### src/pmrb_pkg.sv
`timescale 1ns / 1ps
package pmrb_pkg;

  typedef enum logic [1:0] {
    ACT_INSERT = 2'd0,
    ACT_READ   = 2'd1,
    ACT_CLEAR  = 2'd2,
    ACT_NONE   = 2'd3
  } action_t;

  typedef enum logic [1:0] {
    REG_OX0 = 2'd0,
    REG_OY0 = 2'd1,
    REG_OX1 = 2'd2,
    REG_OY1 = 2'd3
  } reg_idx_t;

  typedef struct packed {
    logic [1:0]         action;
    logic               source;
    logic signed [15:0] point_x;
    logic signed [15:0] point_y;
    logic [8:0]         bin_index;
  } in_item_t;

  typedef struct packed {
    logic [15:0] bin_range;
    logic        bin_empty;
  } out_item_t;

  typedef enum logic [2:0] {
    ST_IDLE,
    ST_CORDIC,
    ST_SQRT,
    ST_BIN,
    ST_RD,
    ST_WR,
    ST_CLR
  } state_t;

  localparam int CORDIC_STEPS = 24;
  localparam int SQRT_STEPS = 17;
  localparam int CFG_IDX_W = 3;

  function automatic logic [29:0] atan_turn(input logic [4:0] i);
    case (i)
      5'd0:  atan_turn = 30'd536870912;
      5'd1:  atan_turn = 30'd316933406;
      5'd2:  atan_turn = 30'd167458907;
      5'd3:  atan_turn = 30'd85004756;
      5'd4:  atan_turn = 30'd42667331;
      5'd5:  atan_turn = 30'd21354465;
      5'd6:  atan_turn = 30'd10680862;
      5'd7:  atan_turn = 30'd5340245;
      5'd8:  atan_turn = 30'd2670163;
      5'd9:  atan_turn = 30'd1335087;
      5'd10: atan_turn = 30'd667544;
      5'd11: atan_turn = 30'd333772;
      5'd12: atan_turn = 30'd166886;
      5'd13: atan_turn = 30'd83443;
      5'd14: atan_turn = 30'd41722;
      5'd15: atan_turn = 30'd20861;
      5'd16: atan_turn = 30'd10430;
      5'd17: atan_turn = 30'd5215;
      5'd18: atan_turn = 30'd2608;
      5'd19: atan_turn = 30'd1304;
      5'd20: atan_turn = 30'd652;
      5'd21: atan_turn = 30'd326;
      5'd22: atan_turn = 30'd163;
      5'd23: atan_turn = 30'd81;
      default: atan_turn = 30'd0;
    endcase
  endfunction

endpackage

### src/pmrb_polar.sv
`timescale 1ns / 1ps
module pmrb_polar
  import pmrb_pkg::*;
(
  input  logic               clk,
  input  logic               rst,
  input  logic               go,
  input  logic signed [16:0] x_in,
  input  logic signed [16:0] y_in,
  output logic               done,
  output logic [32:0]        angle_sh,
  output logic [15:0]        range
);

  // cordic datapath: 17 bit input scaled by 2^14 plus growth
  logic signed [34:0] cx, cy, cx_next, cy_next;
  logic signed [33:0] cz, cz_next;
  logic [4:0]         step;
  logic               c_run, axis;
  logic [32:0]        axis_angle;
  // sqrt datapath
  logic [33:0]        rem, rem_next;
  logic [16:0]        root, root_next;
  logic [4:0]         sstep;
  logic               s_run;
  logic signed [34:0] sx, sy;
  logic signed [33:0] a_full;
  logic signed [33:0] xsq, ysq;

  assign sx = cx >>> step;
  assign sy = cy >>> step;

  // one vectoring micro-rotation
  always_comb begin
    if (cy > 0) begin
      cx_next = cx + sy;
      cy_next = cy - sx;
      cz_next = cz + $signed({4'd0, atan_turn(step)});
    end else begin
      cx_next = cx - sy;
      cy_next = cy + sx;
      cz_next = cz - $signed({4'd0, atan_turn(step)});
    end
  end

  // squared magnitude registered, then one root bit per cycle
  // trial value for bit k is root * 2^(k+1) + 4^k
  always_comb begin
    logic [4:0]  kk;
    logic [35:0] cand;
    logic [35:0] cur;
    kk = 5'd16 - sstep;
    cur = {2'b00, rem};
    cand = (36'(root) << (kk + 5'd1)) + (36'd1 << {kk, 1'b0});
    if (cur >= cand) begin
      rem_next = 34'(cur - cand);
      root_next = root | (17'd1 << kk);
    end else begin
      rem_next = rem;
      root_next = root;
    end
  end

  assign a_full = cz + 34'sd2147483648;

  always_ff @(posedge clk) begin
    if (rst) begin
      c_run <= 1'b0;
      s_run <= 1'b0;
      done <= 1'b0;
    end else begin
      done <= 1'b0;
      if (go) begin
        c_run <= 1'b1;
        s_run <= 1'b0;
        step <= '0;
        xsq <= 34'(x_in * x_in);
        ysq <= 34'(y_in * y_in);
        axis <= (y_in == 0) || (x_in == 0);
        if (y_in == 0) begin
          axis_angle <= (x_in < 0) ? 33'h100000000 : 33'h080000000;
        end else begin
          axis_angle <= (y_in > 0) ? 33'h0C0000000 : 33'h040000000;
        end
        if (x_in < 0 && y_in > 0) begin
          cx <= 35'(y_in) <<< 14;
          cy <= -(35'(x_in) <<< 14);
          cz <= 34'sd1073741824;
        end else if (x_in < 0) begin
          cx <= -(35'(y_in) <<< 14);
          cy <= 35'(x_in) <<< 14;
          cz <= -34'sd1073741824;
        end else begin
          cx <= 35'(x_in) <<< 14;
          cy <= 35'(y_in) <<< 14;
          cz <= '0;
        end
      end else if (c_run) begin
        cx <= cx_next;
        cy <= cy_next;
        cz <= cz_next;
        step <= step + 5'd1;
        if (step == 5'(CORDIC_STEPS - 1)) begin
          c_run <= 1'b0;
          s_run <= 1'b1;
          sstep <= '0;
          rem <= 34'(xsq + ysq);
          root <= '0;
        end
      end else if (s_run) begin
        rem <= rem_next;
        root <= root_next;
        sstep <= sstep + 5'd1;
        if (sstep == 5'(SQRT_STEPS - 1)) begin
          s_run <= 1'b0;
          done <= 1'b1;
        end
      end
    end
  end

  // outputs valid with done
  always_comb begin
    if (axis) begin
      angle_sh = axis_angle;
    end else if (a_full < 0) begin
      angle_sh = '0;
    end else if (a_full > 34'sh0FFFFFFFF) begin
      angle_sh = 33'h0FFFFFFFF;
    end else begin
      angle_sh = 33'(a_full);
    end
    range = (root > 17'd65535) ? 16'hFFFF : root[15:0];
  end

endmodule

### config.mk
export PLATFORM = sky130hd
export DESIGN_NAME = pmrb_polar
export DESIGN_NICKNAME = d
export VERILOG_FILES = /design/src/pmrb_pkg.sv /design/src/pmrb_polar.sv
export SDC_FILE = /design/constraint.sdc
export NUM_CORES = 2
export LEC_CHECK = 0
export BUFFER_PORTS_ARGS = -buffer_cell sky130_fd_sc_hd__buf_4
export CORE_MARGIN = 1.5
export CORE_UTILIZATION = 45
export DETAILED_ROUTE_END_ITERATION = 16
export PLACE_DENSITY_LB_ADDON = 0.25
export SLEW_MARGIN = 40
export SYNTH_ARGS = -nofsm -noshare
export SYNTH_HDL_FRONTEND = slang
export SYNTH_SLANG_ARGS = --single-unit
### constraint.sdc
create_clock -name clk -period 10.6 [get_ports clk]
set_clock_uncertainty 0.15 [all_clocks]
set_input_delay 0.53 -clock clk [delete_from_list [all_inputs] [get_ports clk]]
set_output_delay 0.53 -clock clk [all_outputs]
set_load 0.02 [all_outputs]
==> results.sh <==
export IMPL_numCtsBuffers=36
export IMPL_cp_end_kind="flip-flop"
export IMPL_synth_seq_area_share_pct=16.35
export IMPL_path_max_fanout=51
export IMPL_syn_inst=5166
export IMPL_synthFlopType="edfxtp_1"
export IMPL_synthArstFlopShare_pct=0
export IMPL_ant_nets=0
export IMPL_nNetsFinal=6088
export IMPL_drtIter0Drc=2889
export IMPL_clock_tree_buffer_depth=3
export IMPL_synth_area_sq_mm=0.04721
export IMPL_cpPeakStageDelay_ns=0.55
export IMPL_initial_utilization_pct=45.48
export IMPL_path_delay_family="compound AO/OA/AOI/OAI gates"
export IMPL_synthTopCellsByCount="inv_1 (690), fa_1 (546), nand2_1 (409)"
export IMPL_route_detailed_drc=0
export IMPL_grt_remaining_overflow=0
export IMPL_period_share_pct=82.96
export IMPL_vias=37100
export IMPL_cp_depth=34
export IMPL_fin_tns_setup_ns=0
export IMPL_drtPass1Iterations=6
export IMPL_port_buffer_count=86
export IMPL_r2r_cells=34
export IMPL_yosysMostFrequentCell="inv_1"
export IMPL_setup_violations_final=0
export IMPL_wire_per_inst_um=19.36
export IMPL_fmax_mhz=113.7
export IMPL_ys_warn_count=0
export IMPL_hpwl_um=99720
export IMPL_vias_per_cell=5.691
export IMPL_yosysTopAreaCell="fa_1"
export IMPL_insertion_delay_ns=0.59
export IMPL_tritoncts="built"
export IMPL_hp_class="in -> reg"
export IMPL_cts_root_buffer="clkbuf_16"
export IMPL_dieWidth_um=326.9
export IMPL_track_usage_pct=23.65
export IMPL_num_io_pins=87
export IMPL_maxCapViolations=0
export IMPL_antenna_found_initial=8
export IMPL_rsz0062_at_grt="false"
export IMPL_die_area_sq_mm=0.1069
export IMPL_rows=118
export IMPL_status="completed"
export IMPL_path_buf_inv=3
export IMPL_slowest_stage="buf_4"
export IMPL_synth_area_leaders="fa_1 (23%), edfxtp_1 (15%), ha_1 (10%)"
export IMPL_post_cts_buffers=0
export IMPL_cp_arrival_ns=8.82
export IMPL_worstHoldPathCells=2
export IMPL_period_needed_ns=8.794
export IMPL_postCtsHoldBufs=0
export IMPL_area_growth_pct=6.417
export IMPL_multi_input_area_sq_mm=0.03601
export IMPL_final_hold_violation_count=0
export IMPL_cts_resized_gates=0
export IMPL_final_area_sq_mm=0.05024
export IMPL_clk_pin_slew_ns=0.06
export IMPL_synth_top_area_share_pct=23.15
export IMPL_pre_cts_ws_ns=1.882
export IMPL_ys_ff_latch=268
export IMPL_max_slew_margin_rel_pct=40.24
export IMPL_worstPathRequired_ns=10.63
export IMPL_drv_slew=0
export IMPL_grt_pass1_wl_um=202700
export IMPL_start_kind="flip-flop"
export IMPL_grt_max_degree=76
export IMPL_fin_ws_ns=1.806
export IMPL_core_sq_mm=0.1038
export IMPL_fillers=9829
export IMPL_synth_cell_types=91
export IMPL_hold_path_startpoint="rst"
export IMPL_synthesis_nets=6145
export IMPL_die_y_um=326.9
export IMPL_layout_drive_gt1_share_pct=7.670
export IMPL_worst_pin_slew_ns=0.8882
export IMPL_wl_um=126200
export IMPL_stdcell_count=6519
export IMPL_placed_area_sq_mm=0.04900
export IMPL_synth_edf_count=235
export IMPL_h_tree_depth=2
export IMPL_crit_top_cell="ha_1"
export IMPL_crit_type="reg -> reg"
export IMPL_dpl_cell_count=6451
export IMPL_syn_area_per_cell_sq_um=9.138
export IMPL_seq_area_sq_mm=0.007719
export IMPL_clock_sinks=268
export IMPL_crit_start="sstep[0]$_SDFFCE_PP0P_"
export IMPL_place_gp_congestion=0.9215
export IMPL_grt_pass1_vias=36678
export IMPL_timing_rr_start="sstep[0]$_SDFFCE_PP0P_"
## per-layer routing
metal	up-vias	track usage, %	routed length (um)
met5	-	0	47
met4	8	5.586	2865
met3	151	3.215	8191
met2	1110	37.56	57300
met1	18320	34.19	57800
li1	17511	-	-
## worst register-to-register path, delay by kind of cell (launching register included)
family | cells | cell delay (ns)
AO/OA/AOI/OAI | 13 | 2.87
flip-flops | 1 | 0.35
XOR/XNOR | 2 | 0.35
buffers and inverters | 3 | 1.25
adder cells (fa/ha/maj) | 4 | 1.33
AND/OR/NAND/NOR | 12 | 2.08
## cell type report
cell class,instances,area share (%)
Clock inverter,18,0.3736
Timing Repair Buffer,120,1.818
Multi-Input combinational cell,3977,71.67
Tap cell,1380,3.437
Inverter,706,5.293
Clock buffer,48,2.030
Sequential cell,268,15.36
Antenna cell,2,0.009962
## kinds of logic (layout without fill, tap and decap cells)
group / after synthesis / count (layout) / synth area share [%]
muxes: 220 / 220 / 7.665
AOI/OAI and AO/OA: 1052 / 1052 / 14.05
adders and majority gates: 942 / 942 / 33.65
and+or+nand+nor: 1402 / 1402 / 14.08
xor gates and xnor gates: 361 / 361 / 6.698
buffers and inverters: 921 / 892 / 7.511
DFF: 268 / 268 / 16.35
other: 0 / 2 / 0
## path summary, 6_finish.rpt
check / to / slack [ns]
worst max-delay path: rem[16]$_DFFE_PP_ / 1.81
worst min-delay path: c_run$_SDFF_PP0_ / 0.05
worst max register to register: rem[16]$_DFFE_PP_ / 1.81
worst min register to register: done$_SDFF_PP0_ / 0.31
## metrics by stage
step	hold WS, ns	util (%)
after CTS	0.02459	48.37
after global routing	0.04213	48.40
after global placement	0.3001	47.19
final	0.05449	48.40
after floorplan	0.2835	-
after detailed placement	0.3081	47.21
## placed cells by master, fill, tap and decap left out, types with 23 or more instances in the layout
cell and instances:
nand3_1 61, o21ai_0 240, mux4_2 92, mux2i_1 72, xnor2_1 222, or3_1 39
nand2b_1 51, and3_1 30, or2_2 38, ha_1 393, fa_1 545, o31ai_1 32
a21oi_1 287, buf_4 119, and2_1 140, nor2b_1 45, nor2_1 400, nor3_1 100
inv_1 686, nand2_1 408, a31oi_1 56, o211ai_1 37, xor2_1 139, a21o_1 92
nand4_1 23, mux2_2 43, o21bai_1 32, o22ai_1 29, edfxtp_1 235, clkbuf_16 39
o21a_1 83, dfxtp_1 32
Power is not shown: default switching activity piles up to over one toggle a cycle in this logic, so the estimate is an artifact.
